--- config.mk ---
export PLATFORM = sky130hd
export DESIGN_NAME = infix_to_postfix_converter_flat
export DESIGN_NICKNAME = d
export VERILOG_FILES = /design/src/design/itp_pkg.sv /design/src/design/itp_in_if.sv /design/src/design/itp_out_if.sv /design/src/design/itp_datapath.sv /design/src/design/itp_controller.sv /design/src/design/infix_to_postfix_converter.sv /design/src/flat_wrapper.sv
export VERILOG_INCLUDE_DIRS = /design/src /design/src/design
export SDC_FILE = /design/constraint.sdc
export NUM_CORES = 1
export LEC_CHECK = 0
export ABC_AREA = 1
export BUFFER_PORTS_ARGS = -buffer_cell sky130_fd_sc_hd__buf_4
export CAP_MARGIN = 20
export CORE_UTILIZATION = 60
export CTS_CLUSTER_DIAMETER = 30
export CTS_CLUSTER_SIZE = 28
export DETAILED_ROUTE_END_ITERATION = 12
export MAX_ROUTING_LAYER = met4
export PLACE_DENSITY = 0.87
export SETUP_SLACK_MARGIN = 0.2
export SLEW_MARGIN = 5
export SYNTH_ARGS = -nofsm -noshare
export SYNTH_HDL_FRONTEND = slang
export SYNTH_SLANG_ARGS = --single-unit
--- constraint.sdc ---
create_clock -name clk_i -period 4.8 [get_ports clk_i]
set_input_delay 0.72 -clock clk_i [delete_from_list [all_inputs] [get_ports clk_i]]
set_output_delay 0.72 -clock clk_i [all_outputs]
set_load 0.05 [all_outputs]
--- src/design/infix_to_postfix_converter_assert.svh ---
// Assertion macros shared by the converter modules.
// ITP_ASSERT checks a property at every rising clock edge outside reset.
// ITP_ASSERT_NEVER checks that an expression is never true.
`ifndef INFIX_TO_POSTFIX_CONVERTER_ASSERT_SVH
`define INFIX_TO_POSTFIX_CONVERTER_ASSERT_SVH

`ifndef SYNTHESIS
`define ITP_ASSERT(name, clk, rst_n, prop) \
  name: assert property (@(posedge clk) disable iff (!rst_n) prop) \
    else $error("itp assertion failed");
`define ITP_ASSERT_NEVER(name, clk, rst_n, expr) \
  `ITP_ASSERT(name, clk, rst_n, !(expr))
`else
`define ITP_ASSERT(name, clk, rst_n, prop)
`define ITP_ASSERT_NEVER(name, clk, rst_n, expr)
`endif

`endif

--- src/design/itp_pkg.sv ---
package itp_pkg;

  localparam logic [7:0] ChMul   = 8'h2A;
  localparam logic [7:0] ChDiv   = 8'h2F;
  localparam logic [7:0] ChAdd   = 8'h2B;
  localparam logic [7:0] ChSub   = 8'h2D;
  localparam logic [7:0] ChPow   = 8'h5E;
  localparam logic [7:0] ChOpen  = 8'h28;
  localparam logic [7:0] ChClose = 8'h29;
  localparam logic [7:0] ChUpperA = 8'h41;
  localparam logic [7:0] ChUpperZ = 8'h5A;
  localparam logic [7:0] ChLowerA = 8'h61;
  localparam logic [7:0] ChLowerZ = 8'h7A;

  localparam logic [1:0] StatOk             = 2'd0;
  localparam logic [1:0] StatOverflow       = 2'd1;
  localparam logic [1:0] StatUnmatchedClose = 2'd2;
  localparam logic [1:0] StatUnmatchedOpen  = 2'd3;

  typedef enum logic [1:0] {
    ClsLetter,
    ClsOpen,
    ClsClose,
    ClsOper
  } char_class_e;

  typedef enum logic [2:0] {
    EmitNone,
    EmitChar,
    EmitTop,
    EmitPend,
    EmitFinal
  } emit_src_e;

  // Commands from the controller to the datapath.
  typedef struct packed {
    logic       load;
    logic       push;
    logic       pop;
    emit_src_e  emit;
    logic       pend_load;
    logic [1:0] flag;
    logic       clear_err;
  } itp_cmd_t;

  // Status from the datapath to the controller.
  typedef struct packed {
    char_class_e in_class;
    logic        in_finish;
    logic        empty;
    logic        top_open;
    logic        top_pops;
    logic        pend_valid;
    logic        out_free;
  } itp_status_t;

  function automatic logic [2:0] prec(input logic [7:0] c);
    logic [2:0] p;
    case (c)
      ChMul:   p = 3'd5;
      ChDiv:   p = 3'd4;
      ChAdd:   p = 3'd3;
      ChSub:   p = 3'd2;
      ChPow:   p = 3'd1;
      default: p = 3'd0;
    endcase
    return p;
  endfunction

  function automatic logic is_letter(input logic [7:0] c);
    return ((c >= ChUpperA) && (c <= ChUpperZ)) || ((c >= ChLowerA) && (c <= ChLowerZ));
  endfunction

endpackage

--- src/design/itp_in_if.sv ---
interface itp_in_if;
  logic       valid;
  logic       ready;
  logic [7:0] character;
  logic       finish;

  modport source (output valid, output character, output finish, input ready);
  modport sink (input valid, input character, input finish, output ready);
endinterface

--- src/design/itp_out_if.sv ---
interface itp_out_if;
  logic       valid;
  logic       ready;
  logic [7:0] symbol;
  logic       symbol_valid;
  logic       last;
  logic [1:0] status;

  modport source (output valid, output symbol, output symbol_valid, output last,
                  output status, input ready);
  modport sink (input valid, input symbol, input symbol_valid, input last,
                input status, output ready);
endinterface

--- src/design/itp_datapath.sv ---
`include "infix_to_postfix_converter_assert.svh"

module itp_datapath #(
  parameter int STACK_DEPTH = 16
) (
  input  logic                clk_i,
  input  logic                rst_ni,
  input  logic [7:0]          character_i,
  input  logic                finish_i,
  input  itp_pkg::itp_cmd_t   cmd_i,
  output itp_pkg::itp_status_t status_o,
  input  logic                out_ready_i,
  output logic                out_valid_o,
  output logic [7:0]          symbol_o,
  output logic                symbol_valid_o,
  output logic                last_o,
  output logic [1:0]          out_status_o
);
  import itp_pkg::*;

  localparam int CW = $clog2(STACK_DEPTH + 1);
  localparam int AW = $clog2(STACK_DEPTH);

  logic [7:0]    mem [STACK_DEPTH];
  logic [7:0]    rdata_q;
  logic [CW-1:0] count_q, count_d, count_m1;
  logic [AW-1:0] raddr, waddr;
  logic          we, full;
  logic [1:0]    err_q, err_d, flag_code;
  logic [7:0]    char_q;
  logic [7:0]    pend_q;
  logic          pend_valid_q;
  logic          out_valid_q;
  logic          out_free;
  logic [7:0]    sym_q;
  logic          sym_valid_q, last_q;
  logic [1:0]    stat_q;
  char_class_e   in_class;

  assign full     = (count_q == CW'(STACK_DEPTH));
  assign we       = cmd_i.push && !full;
  assign waddr    = count_q[AW-1:0];
  assign out_free = !out_valid_q || out_ready_i;

  always_comb begin
    count_d = count_q;
    if (we) begin
      count_d = count_q + CW'(1);
    end else if (cmd_i.pop) begin
      count_d = count_q - CW'(1);
    end
  end

  // The read port always fetches the entry that will be on top next cycle,
  // so rdata_q holds the top of stack whenever the stack is not empty.
  assign count_m1 = count_d - CW'(1);
  assign raddr    = count_m1[AW-1:0];

  always_ff @(posedge clk_i) begin
    if (we) begin
      mem[waddr] <= char_q;
    end
    if (we && (waddr == raddr)) begin
      rdata_q <= char_q;
    end else begin
      rdata_q <= mem[raddr];
    end
  end

  // The first error of an expression sticks until the final result.
  always_comb begin
    flag_code = cmd_i.flag;
    if (cmd_i.push && full) begin
      flag_code = StatOverflow;
    end
    err_d = err_q;
    if (err_q == StatOk) begin
      err_d = flag_code;
    end
    if (cmd_i.clear_err) begin
      err_d = StatOk;
    end
  end

  always_comb begin
    if (is_letter(character_i)) begin
      in_class = ClsLetter;
    end else if (character_i == ChOpen) begin
      in_class = ClsOpen;
    end else if (character_i == ChClose) begin
      in_class = ClsClose;
    end else begin
      in_class = ClsOper;
    end
  end

  always_ff @(posedge clk_i or negedge rst_ni) begin
    if (!rst_ni) begin
      count_q      <= '0;
      err_q        <= StatOk;
      pend_valid_q <= 1'b0;
      out_valid_q  <= 1'b0;
    end else begin
      count_q <= count_d;
      err_q   <= err_d;
      if (cmd_i.emit == EmitFinal) begin
        pend_valid_q <= 1'b0;
      end else if (cmd_i.pend_load) begin
        pend_valid_q <= 1'b1;
      end
      if (cmd_i.emit != EmitNone) begin
        out_valid_q <= 1'b1;
      end else if (out_ready_i) begin
        out_valid_q <= 1'b0;
      end
    end
  end

  always_ff @(posedge clk_i) begin
    if (cmd_i.load) begin
      char_q <= character_i;
    end
    if (cmd_i.pend_load) begin
      pend_q <= rdata_q;
    end
    case (cmd_i.emit)
      EmitChar: begin
        sym_q       <= char_q;
        sym_valid_q <= 1'b1;
        last_q      <= 1'b0;
        stat_q      <= StatOk;
      end
      EmitTop: begin
        sym_q       <= rdata_q;
        sym_valid_q <= 1'b1;
        last_q      <= 1'b0;
        stat_q      <= StatOk;
      end
      EmitPend: begin
        sym_q       <= pend_q;
        sym_valid_q <= 1'b1;
        last_q      <= 1'b0;
        stat_q      <= StatOk;
      end
      EmitFinal: begin
        sym_q       <= pend_valid_q ? pend_q : 8'h00;
        sym_valid_q <= pend_valid_q;
        last_q      <= 1'b1;
        stat_q      <= err_q;
      end
      default: begin
      end
    endcase
  end

  assign status_o.in_class   = in_class;
  assign status_o.in_finish  = finish_i;
  assign status_o.empty      = (count_q == '0);
  assign status_o.top_open   = (rdata_q == ChOpen);
  assign status_o.top_pops   = (prec(rdata_q) >= prec(char_q));
  assign status_o.pend_valid = pend_valid_q;
  assign status_o.out_free   = out_free;

  assign out_valid_o    = out_valid_q;
  assign symbol_o       = sym_q;
  assign symbol_valid_o = sym_valid_q;
  assign last_o         = last_q;
  assign out_status_o   = stat_q;

  `ITP_ASSERT(a_count_range, clk_i, rst_ni, count_q <= CW'(STACK_DEPTH))
  `ITP_ASSERT(a_pop_nonempty, clk_i, rst_ni, cmd_i.pop |-> (count_q != '0))
  `ITP_ASSERT_NEVER(a_emit_busy, clk_i, rst_ni, (cmd_i.emit != EmitNone) && !out_free)
  `ITP_ASSERT(a_final_clears, clk_i, rst_ni, (cmd_i.emit == EmitFinal) |=> ((err_q == StatOk) && !pend_valid_q))

endmodule

--- src/design/itp_controller.sv ---
module itp_controller (
  input  logic                 clk_i,
  input  logic                 rst_ni,
  input  logic                 in_valid_i,
  output logic                 in_ready_o,
  input  itp_pkg::itp_status_t status_i,
  output itp_pkg::itp_cmd_t    cmd_o
);
  import itp_pkg::*;

  typedef enum logic [2:0] {
    StIdle,
    StLetter,
    StOpen,
    StClose,
    StOper,
    StFlush
  } state_e;

  state_e   state_q, state_d;
  logic     ready_q;
  itp_cmd_t cmd;

  always_comb begin
    cmd     = '0;
    cmd.emit = EmitNone;
    cmd.flag = StatOk;
    state_d = state_q;
    case (state_q)
      StIdle: begin
        if (in_valid_i) begin
          cmd.load = 1'b1;
          if (status_i.in_finish) begin
            state_d = StFlush;
          end else begin
            case (status_i.in_class)
              ClsLetter: state_d = StLetter;
              ClsOpen:   state_d = StOpen;
              ClsClose:  state_d = StClose;
              default:   state_d = StOper;
            endcase
          end
        end
      end
      StLetter: begin
        if (status_i.out_free) begin
          cmd.emit = EmitChar;
          state_d  = StIdle;
        end
      end
      StOpen: begin
        cmd.push = 1'b1;
        state_d  = StIdle;
      end
      StOper: begin
        if (!status_i.empty && !status_i.top_open && status_i.top_pops) begin
          if (status_i.out_free) begin
            cmd.emit = EmitTop;
            cmd.pop  = 1'b1;
          end
        end else begin
          cmd.push = 1'b1;
          state_d  = StIdle;
        end
      end
      StClose: begin
        if (status_i.empty) begin
          cmd.flag = StatUnmatchedClose;
          state_d  = StIdle;
        end else if (status_i.top_open) begin
          cmd.pop = 1'b1;
          state_d = StIdle;
        end else if (status_i.out_free) begin
          cmd.emit = EmitTop;
          cmd.pop  = 1'b1;
        end
      end
      StFlush: begin
        // One symbol is held back so that the final one can carry last.
        if (!status_i.empty) begin
          if (status_i.top_open) begin
            cmd.pop  = 1'b1;
            cmd.flag = StatUnmatchedOpen;
          end else if (!status_i.pend_valid) begin
            cmd.pop       = 1'b1;
            cmd.pend_load = 1'b1;
          end else if (status_i.out_free) begin
            cmd.emit      = EmitPend;
            cmd.pop       = 1'b1;
            cmd.pend_load = 1'b1;
          end
        end else if (status_i.out_free) begin
          cmd.emit      = EmitFinal;
          cmd.clear_err = 1'b1;
          state_d       = StIdle;
        end
      end
      default: begin
        state_d = StIdle;
      end
    endcase
  end

  always_ff @(posedge clk_i or negedge rst_ni) begin
    if (!rst_ni) begin
      state_q <= StIdle;
      ready_q <= 1'b1;
    end else begin
      state_q <= state_d;
      ready_q <= (state_d == StIdle);
    end
  end

  assign in_ready_o = ready_q;
  assign cmd_o      = cmd;

endmodule

--- src/design/infix_to_postfix_converter.sv ---
// Infix-to-postfix converter with an operator stack of STACK_DEPTH entries.
// Input channel in_i carries one expression character per transfer; finish
// marks the end of an expression and ignores the character. Output channel
// out_o carries postfix symbols; the final result of a finish transfer has
// last set and the sticky status (overflow, unmatched close, unmatched open).
// One item is worked at a time, and in_i.ready is low while it is in work.
// The stack memory is read once per cycle, so while out_o can take results,
// one entry leaves the stack per cycle for an operator, close or finish that
// pops. A result appears on out_o in the cycle after the one that produces it.
// Results sit in a single output register; while it holds a result that
// out_o.ready does not take, the block holds in the state that wants to emit
// and accepts nothing new. Reset empties the stack and clears the status; no
// clearing pass is needed since only entries below the fill count are read.
module infix_to_postfix_converter #(
  parameter int STACK_DEPTH = 16
) (
  input  logic     clk_i,
  input  logic     rst_ni,
  itp_in_if.sink   in_i,
  itp_out_if.source out_o
);
  import itp_pkg::*;

  itp_cmd_t    cmd;
  itp_status_t status;

  itp_controller u_ctrl (
    .clk_i      (clk_i),
    .rst_ni     (rst_ni),
    .in_valid_i (in_i.valid),
    .in_ready_o (in_i.ready),
    .status_i   (status),
    .cmd_o      (cmd)
  );

  itp_datapath #(
    .STACK_DEPTH (STACK_DEPTH)
  ) u_dp (
    .clk_i          (clk_i),
    .rst_ni         (rst_ni),
    .character_i    (in_i.character),
    .finish_i       (in_i.finish),
    .cmd_i          (cmd),
    .status_o       (status),
    .out_ready_i    (out_o.ready),
    .out_valid_o    (out_o.valid),
    .symbol_o       (out_o.symbol),
    .symbol_valid_o (out_o.symbol_valid),
    .last_o         (out_o.last),
    .out_status_o   (out_o.status)
  );

endmodule
--- src/flat_wrapper.sv ---
// flat-port wrapper written by rule: the top's interface ports become plain ports
module infix_to_postfix_converter_flat import itp_pkg::*;
#(
  parameter int STACK_DEPTH = 16
)
  (clk_i, rst_ni, in_i_valid, in_i_character, in_i_finish, in_i_ready, out_o_valid, out_o_symbol, out_o_symbol_valid, out_o_last, out_o_status, out_o_ready);
  itp_in_if in_i_i ();
  itp_out_if out_o_i ();
  input  logic clk_i;
  input  logic rst_ni;
  input wire logic [$bits(in_i_i.valid)-1:0] in_i_valid;
  input wire logic [$bits(in_i_i.character)-1:0] in_i_character;
  input wire logic [$bits(in_i_i.finish)-1:0] in_i_finish;
  output wire logic [$bits(in_i_i.ready)-1:0] in_i_ready;
  output wire logic [$bits(out_o_i.valid)-1:0] out_o_valid;
  output wire logic [$bits(out_o_i.symbol)-1:0] out_o_symbol;
  output wire logic [$bits(out_o_i.symbol_valid)-1:0] out_o_symbol_valid;
  output wire logic [$bits(out_o_i.last)-1:0] out_o_last;
  output wire logic [$bits(out_o_i.status)-1:0] out_o_status;
  input wire logic [$bits(out_o_i.ready)-1:0] out_o_ready;
  assign in_i_i.valid = in_i_valid;
  assign in_i_i.character = in_i_character;
  assign in_i_i.finish = in_i_finish;
  assign in_i_ready = in_i_i.ready;
  assign out_o_valid = out_o_i.valid;
  assign out_o_symbol = out_o_i.symbol;
  assign out_o_symbol_valid = out_o_i.symbol_valid;
  assign out_o_last = out_o_i.last;
  assign out_o_status = out_o_i.status;
  assign out_o_i.ready = out_o_ready;
  infix_to_postfix_converter #(.STACK_DEPTH(STACK_DEPTH)) u_core (.clk_i(clk_i), .rst_ni(rst_ni), .in_i(in_i_i), .out_o(out_o_i));
endmodule
# Word level (Yosys, flattened, before mapping)
# Memories as Yosys holds them, arrays and structs flattened. A register that Yosys moved wholly into a read port is not among the register bits.
# Cells that the tools add are included.
classes:
  addsub: 3
  n_mux: 59
  reduce_logical: 24
  n_eq_ne: 25
  order_cmp: 5
ops:
  columns: ["operator", "count"]
  rows:
  - ["$eq A8 B6 Y1 const B", 11]
  - ["$pmux W3 S5", 3]
  - ["$mux W3", 12]
  - ["$pmux W8 S4", 1]
  - ["$mux W1", 20]
  - ["$eq A8 B7 Y1 const B", 2]
  - ["$ge A8 B7 Y1 const B", 2]
  - ["$le A8 B7 Y1 const B", 2]
  - ["$mux W4", 4]
  - ["$mux W5", 3]
  - ["$mux W2", 7]
  - ["$eq A3 B2 Y1 const B", 4]
  - ["$pmux W3 S4", 1]
  - ["$eq A3 B3 Y1 const B", 3]
  - ["$pmux W3 S3", 1]
  - ["$mux W8", 1]
  - ["$pmux W2 S2", 2]
  - ["$reduce_bool A2 Y1", 4]
  - ["$eq A3 B1 Y1 const B", 2]
  - ["$logic_and A1 B1 Y1", 6]
  - ["$logic_not A3 Y1", 2]
  - ["$pmux W1 S2", 3]
  - ["$add A5 B1 Y5 const B", 1]
  - ["$eq A5 B5 Y1 const B", 1]
  - ["other kinds (13)", 18]
word_totals:
  inputBits: 13
  ramBits: 128
  ff_bits: 41
  word_cells: 129
  memories: 1
memory_table:
  columns: ["memory", "words", "word_bits", "rd", "rd_clocked_by_memory_dff", "write_ports", "line", "source"]
  rows:
  - ["u_core.u_dp.mem", 16, 8, 1, 1, 1, "itp_datapath.sv:24", "logic [7:0] mem [STACK_DEPTH];"]

# Logic depth before layout (Yosys ltp)
logic_depth:
  word_depth: 10
  mapped_depth: 29
  ltp_nobuf: 27

# Modules after synthesis
# A second synthesis with hierarchy kept.
hier_totals:
  hier_cells: 802
  area_unflattened_um2: 7982.7
modules_own_cells:
  columns: ["mod", "area_each_um2", "cells_each", "instances"]
  rows:
  - ["itp_datapath", 7572.3, 736, 1]
  - ["itp_controller", 410.4, 66, 1]

# Worst setup path before layout
# OpenSTA, ideal clock, no wires.
synth_timing:
  path_type: "register -> register"
  from: "reg with a tool-made name"
  to: "mem u_core.u_dp.mem[12][0] (enable)"
  path_buffers: 4
  required_ps: 4417
  path_slack_ps: 1289
  stages_incl_launch_ff: 22
  t_arrival_ps: 3127
  path_cell_list: "dfxtp_1 -> buf_6 -> inv_4 -> buf_6 -> buf_6 -> nand2_1 -> nand3_1 -> nand3_1 -> nand3_1 -> nand2_2 -> nand2_1 -> nor4_1 -> o21bai_1 -> ha_1 -> nand3_1 -> o211ai_1 -> nand3_2 -> nand2_1 -> nand2_2 -> nand2_4 -> buf_6 -> nor3_1"
synth_rtl:
  columns: ["element", "line"]
  rows:
  - ["end: declaration", "itp_datapath.sv:24"]

==> qor.txt <==
sequential cell area = 5094 um2
Placed Area = 8392 um2
drt first pass iters = 6
vias in the first global route = 5512
share of cells above drive strength 1 = 13.66%
area delta synth->final = 11.70%
Compound-Gate Fraction of Synth Area = 2.957%
Starting Density = 62.69%
Gate power share = 40.2%
Internal Pwr Total = 3.382 mW
initial antenna violation count = 0
fillers = 882
multi-input logic area = 2312 um2
CP max-delay cell = nor2_1
die height = 117.8 um
Crit path top cell by count = nand2_1
fin. max-slew vios = 0
RSZ-0062 raised after global routing = true
Syn Std Cell Area = 8040 um2
first-pass GRT wire length = 28920 um
Die W = 117.8 um
die area = 13870 um2
syn_area_per_cell = 10.13 um2
final setup TNS = 0 ps
achievable frequency = 0.2363 GHz
Sw Pwr = 2.349 mW
max_cap viols = 0
CP peak stage delay = 560 ps
Crit path max-delay family = simple AND/OR/NAND/NOR gates
clk_lat worst skew = 430 ps
H-tree depth = 4
WL final = 18450 um
nets = 852
Post-Synth XOR/XNOR Area = 0.6536%
routed len/inst = 18.19 um
CTS clock-pin slew for the worst setup and hold paths = 60 ps
post-layout min period = 4232 ps
crit end category = register
largest family of logic cells by synthesized area = simple AND/OR/NAND/NOR gates
PwrDens = 638.1 nW/um2
port bufs = 26
synthesized flop and latch total = 173
Reg power frac = 36.1%
clock root cell = clkbuf_16
YS warnings = 0
Post-Synth Adder-Cell Area = 1.556%
worst path bufs/invs = 3
total inserted antenna cells = 0
Period Utilization, post-route = 88.17%
Placer Congestion = 0.9304
Slew HR = 28.79%
Setup Skew = 9.709 ps
via count = 5754
num rows = 41
Setup crit start kind = register
simple-gate area share of the yosys netlist = 23.53%
Max Root-Sink Buffers = 2
WS Path Type = register to register
Syn Nets = 817
Worst-Margin Slew = 1058 ps
cell area after layout = 8981 um2
worst reg2reg path depth = 22
Initial DRC Count = 797
CTS Buf Count = 17
cells after synthesis = 794
synth unique cells = 41
Arr. time, crit path = 4290 ps
multiplexer share of the synthesized area = 0%
Req. time, crit path = 4860 ps
DP Wirelength = 11740 um
Tot GR Track Use = 28.87%
Hold-fix buffers, CTS = 0
TritonCTS clock tree = yes
FF-to-FF setup slack = 570 ps
commonest non-fill, non-tap cells in the layout = nand2_1 (221), edfxtp_1 (156), nand3_1 (107)
crit-path max FO = 59
largest net degree at the start of global routing = 70
I/O pin count = 27
core area = 12820 um2
Sink Count = 173
sequential fraction of the synthesis area = 63.32%
Leak = 3.774 nW
post-route ant nets = 0
Clk pwr share = 23.6%
FF-to-FF End = u_core.u_dp.mem[13][0]$_DFFE_PP_
DRC viols = 0
crit-path cells = inv_4, nand2_1, nand2_1, nand2_1, nand3_1, nand3_1, nand2_1, clkinv_1, nor4_1, nand3_1, nand2_1, nor2_1, ha_1, nand3_1, o211ai_1, nand3_2, nand2_1, nand2_2, nand2_4, inv_2, nand2_1, nor2_1
final setup violation count = 0
most common cell after layout, fill and taps aside = nand2_1
hold crit path type = input pin to asynchronous set/reset pin
status = completed
DR vias/cell = 5.675
GRT overflow = 0
Net Sw Frac = 40.98%
VDD IR max = 340.6 uV
Hold Fails Final Rpt = 0
[metrics by stage]
step	util, %	worst slack, ps	std cells	hold WS, ps	power, mW
2_1_floorplan	-	1289	794	424.4	3.814
3_3_place_gp	65.43	522.1	982	485.0	4.303
3_5_place_dp	65.43	401.7	982	487.8	4.340
4_1_cts	69.98	354.8	1014	121.6	5.693
5_1_grt	70.03	183.5	1014	127.2	6.021
6_report	70.03	567.8	1014	128.0	5.731
[cell type report]
cell class | instances | area share, %
multi-input cells | 479 | 25.75
inverters | 113 | 4.751
clock inverters | 12 | 1.630
well taps | 172 | 2.396
flip-flops and latches | 173 | 56.72
clock buffers | 20 | 4.862
repair buffers | 45 | 3.901
[metal layers]
metal	vias to the layer above	wire length [um]	global-route usage [%]
met5	-	0	-
met4	0	507	12.26
met3	51	1669	6.492
met2	330	8742	43.82
met1	2670	7527	37.68
li1	2703	-	-
[worst max-delay path by stage]
stage,from,endpoint,slack [ps],depth (start not counted)
after CTS,register,u_core.u_dp.mem[10][7]$_DFFE_PP_,350,19
after global placement,register,u_core.u_dp.mem[10][2]$_DFFE_PP_,520,19
after detailed placement,register,u_core.u_dp.mem[10][2]$_DFFE_PP_,400,19
after global routing,register,u_core.u_dp.mem[13][0]$_DFFE_PP_,180,20
final,register,u_core.u_dp.mem[13][0]$_DFFE_PP_,570,22
after floorplan,register,u_core.u_dp.mem[12][0]$_DFFE_PP_,1290,21
[worst register-to-register path, cell delays in order (launching register included)]
cell      delay [ps]
dfxtp_2          350
inv_4            430
nand2_1          140
nand2_1           80
nand2_1           80
nand3_1          130
nand3_1          100
nand2_1          200
clkinv_1         150
nor4_1           260
nand3_1          100
nand2_1           70
nor2_1            50
ha_1             300
nand3_1           80
o211ai_1         170
nand3_2          110
nand2_1           60
nand2_2           90
nand2_4          140
inv_2            100
nand2_1          120
nor2_1           560
[cells by family (layout without fill, tap and decap cells)]
family                   count (synthesis)  count (layout)
AO/OA/AOI/OAI                           37              37
XOR/XNOR                                 6               6
adder cells (fa/ha/maj)                 10              10
buffers and inverters                  142             190
flip-flops                             173             173
AND/OR/NAND/NOR                        426             426
[state kept, by name, indices dropped and copies added (netlist names), named ones only]
register / count
u_core.u_dp.mem: 128
u_core.u_dp.out_status_o: 2
u_core.u_dp.count_q: 5
u_core.u_dp.symbol_valid_o: 1
u_core.u_dp.symbol_o: 8
u_core.u_dp.last_o: 1
u_core.u_dp.err_q: 2
u_core.u_dp.pend_valid_q: 1
u_core.u_dp.out_valid_o: 1
u_core.u_ctrl.in_ready_o: 1
u_core.u_ctrl.state_q: 3
u_core.u_dp.pend_q: 8
u_core.u_dp.char_q: 8
[repair_timing]
action,CTS,global route
buffers inserted,0,0
endpoints found under the setup margin,0,49
gates resized for setup,0,3
[power by group through the flow]
stage	Clock, mW	Combinational, mW	Sequential (mW)
floorplan	0	1.56	2.25
global placement	0	2.21	2.09
detailed placement	0	2.24	2.10
CTS	1.36	2.27	2.07
global route	1.42	2.51	2.09
finish	1.36	2.30	2.07
[Yosys cell counts]
library cell  count  area [um2]
nand2_1         221       829.6
edfxtp_1        156        4684
nand3_1         107       535.5
inv_1           102       382.9
nor2_1           48       180.2
dfrtp_1          12       300.3
nand2_2          12       75.07
nor3_1           12       60.06
buf_2            10       50.05
ha_1             10       125.1
o21ai_1          10       50.05
buf_6             9       101.4
inv_2             9       33.78
o21ai_0           9       45.04
buf_4             7       52.55
o211ai_1          6       45.04
a21oi_1           5       25.02
nand4_1           5       31.28
nor4_1            5       31.28
dfxtp_1           4       80.08
nor2_2            4       25.02
xor2_1            4       35.03
nand3_2           3       30.03
a41oi_1           2       17.52
clkbuf_1          2       7.510
nand2_4           2       22.52
nand4_2           2       25.02
nor2_4            2       22.52
xnor2_1           2       17.52
a21oi_2           1       8.760
a221oi_1          1       8.760
buf_1             1       3.750
clkinv_1          1       3.750
dfstp_2           1       26.28
inv_4             1       6.260
nand3b_1          1       7.510
nor3_2            1       10.01
o2111ai_1         1       8.760
o211ai_4          1       21.27
o21bai_1          1       7.510
or3_1             1       6.260
No activity file was read; power rests on OpenSTA's default activity.
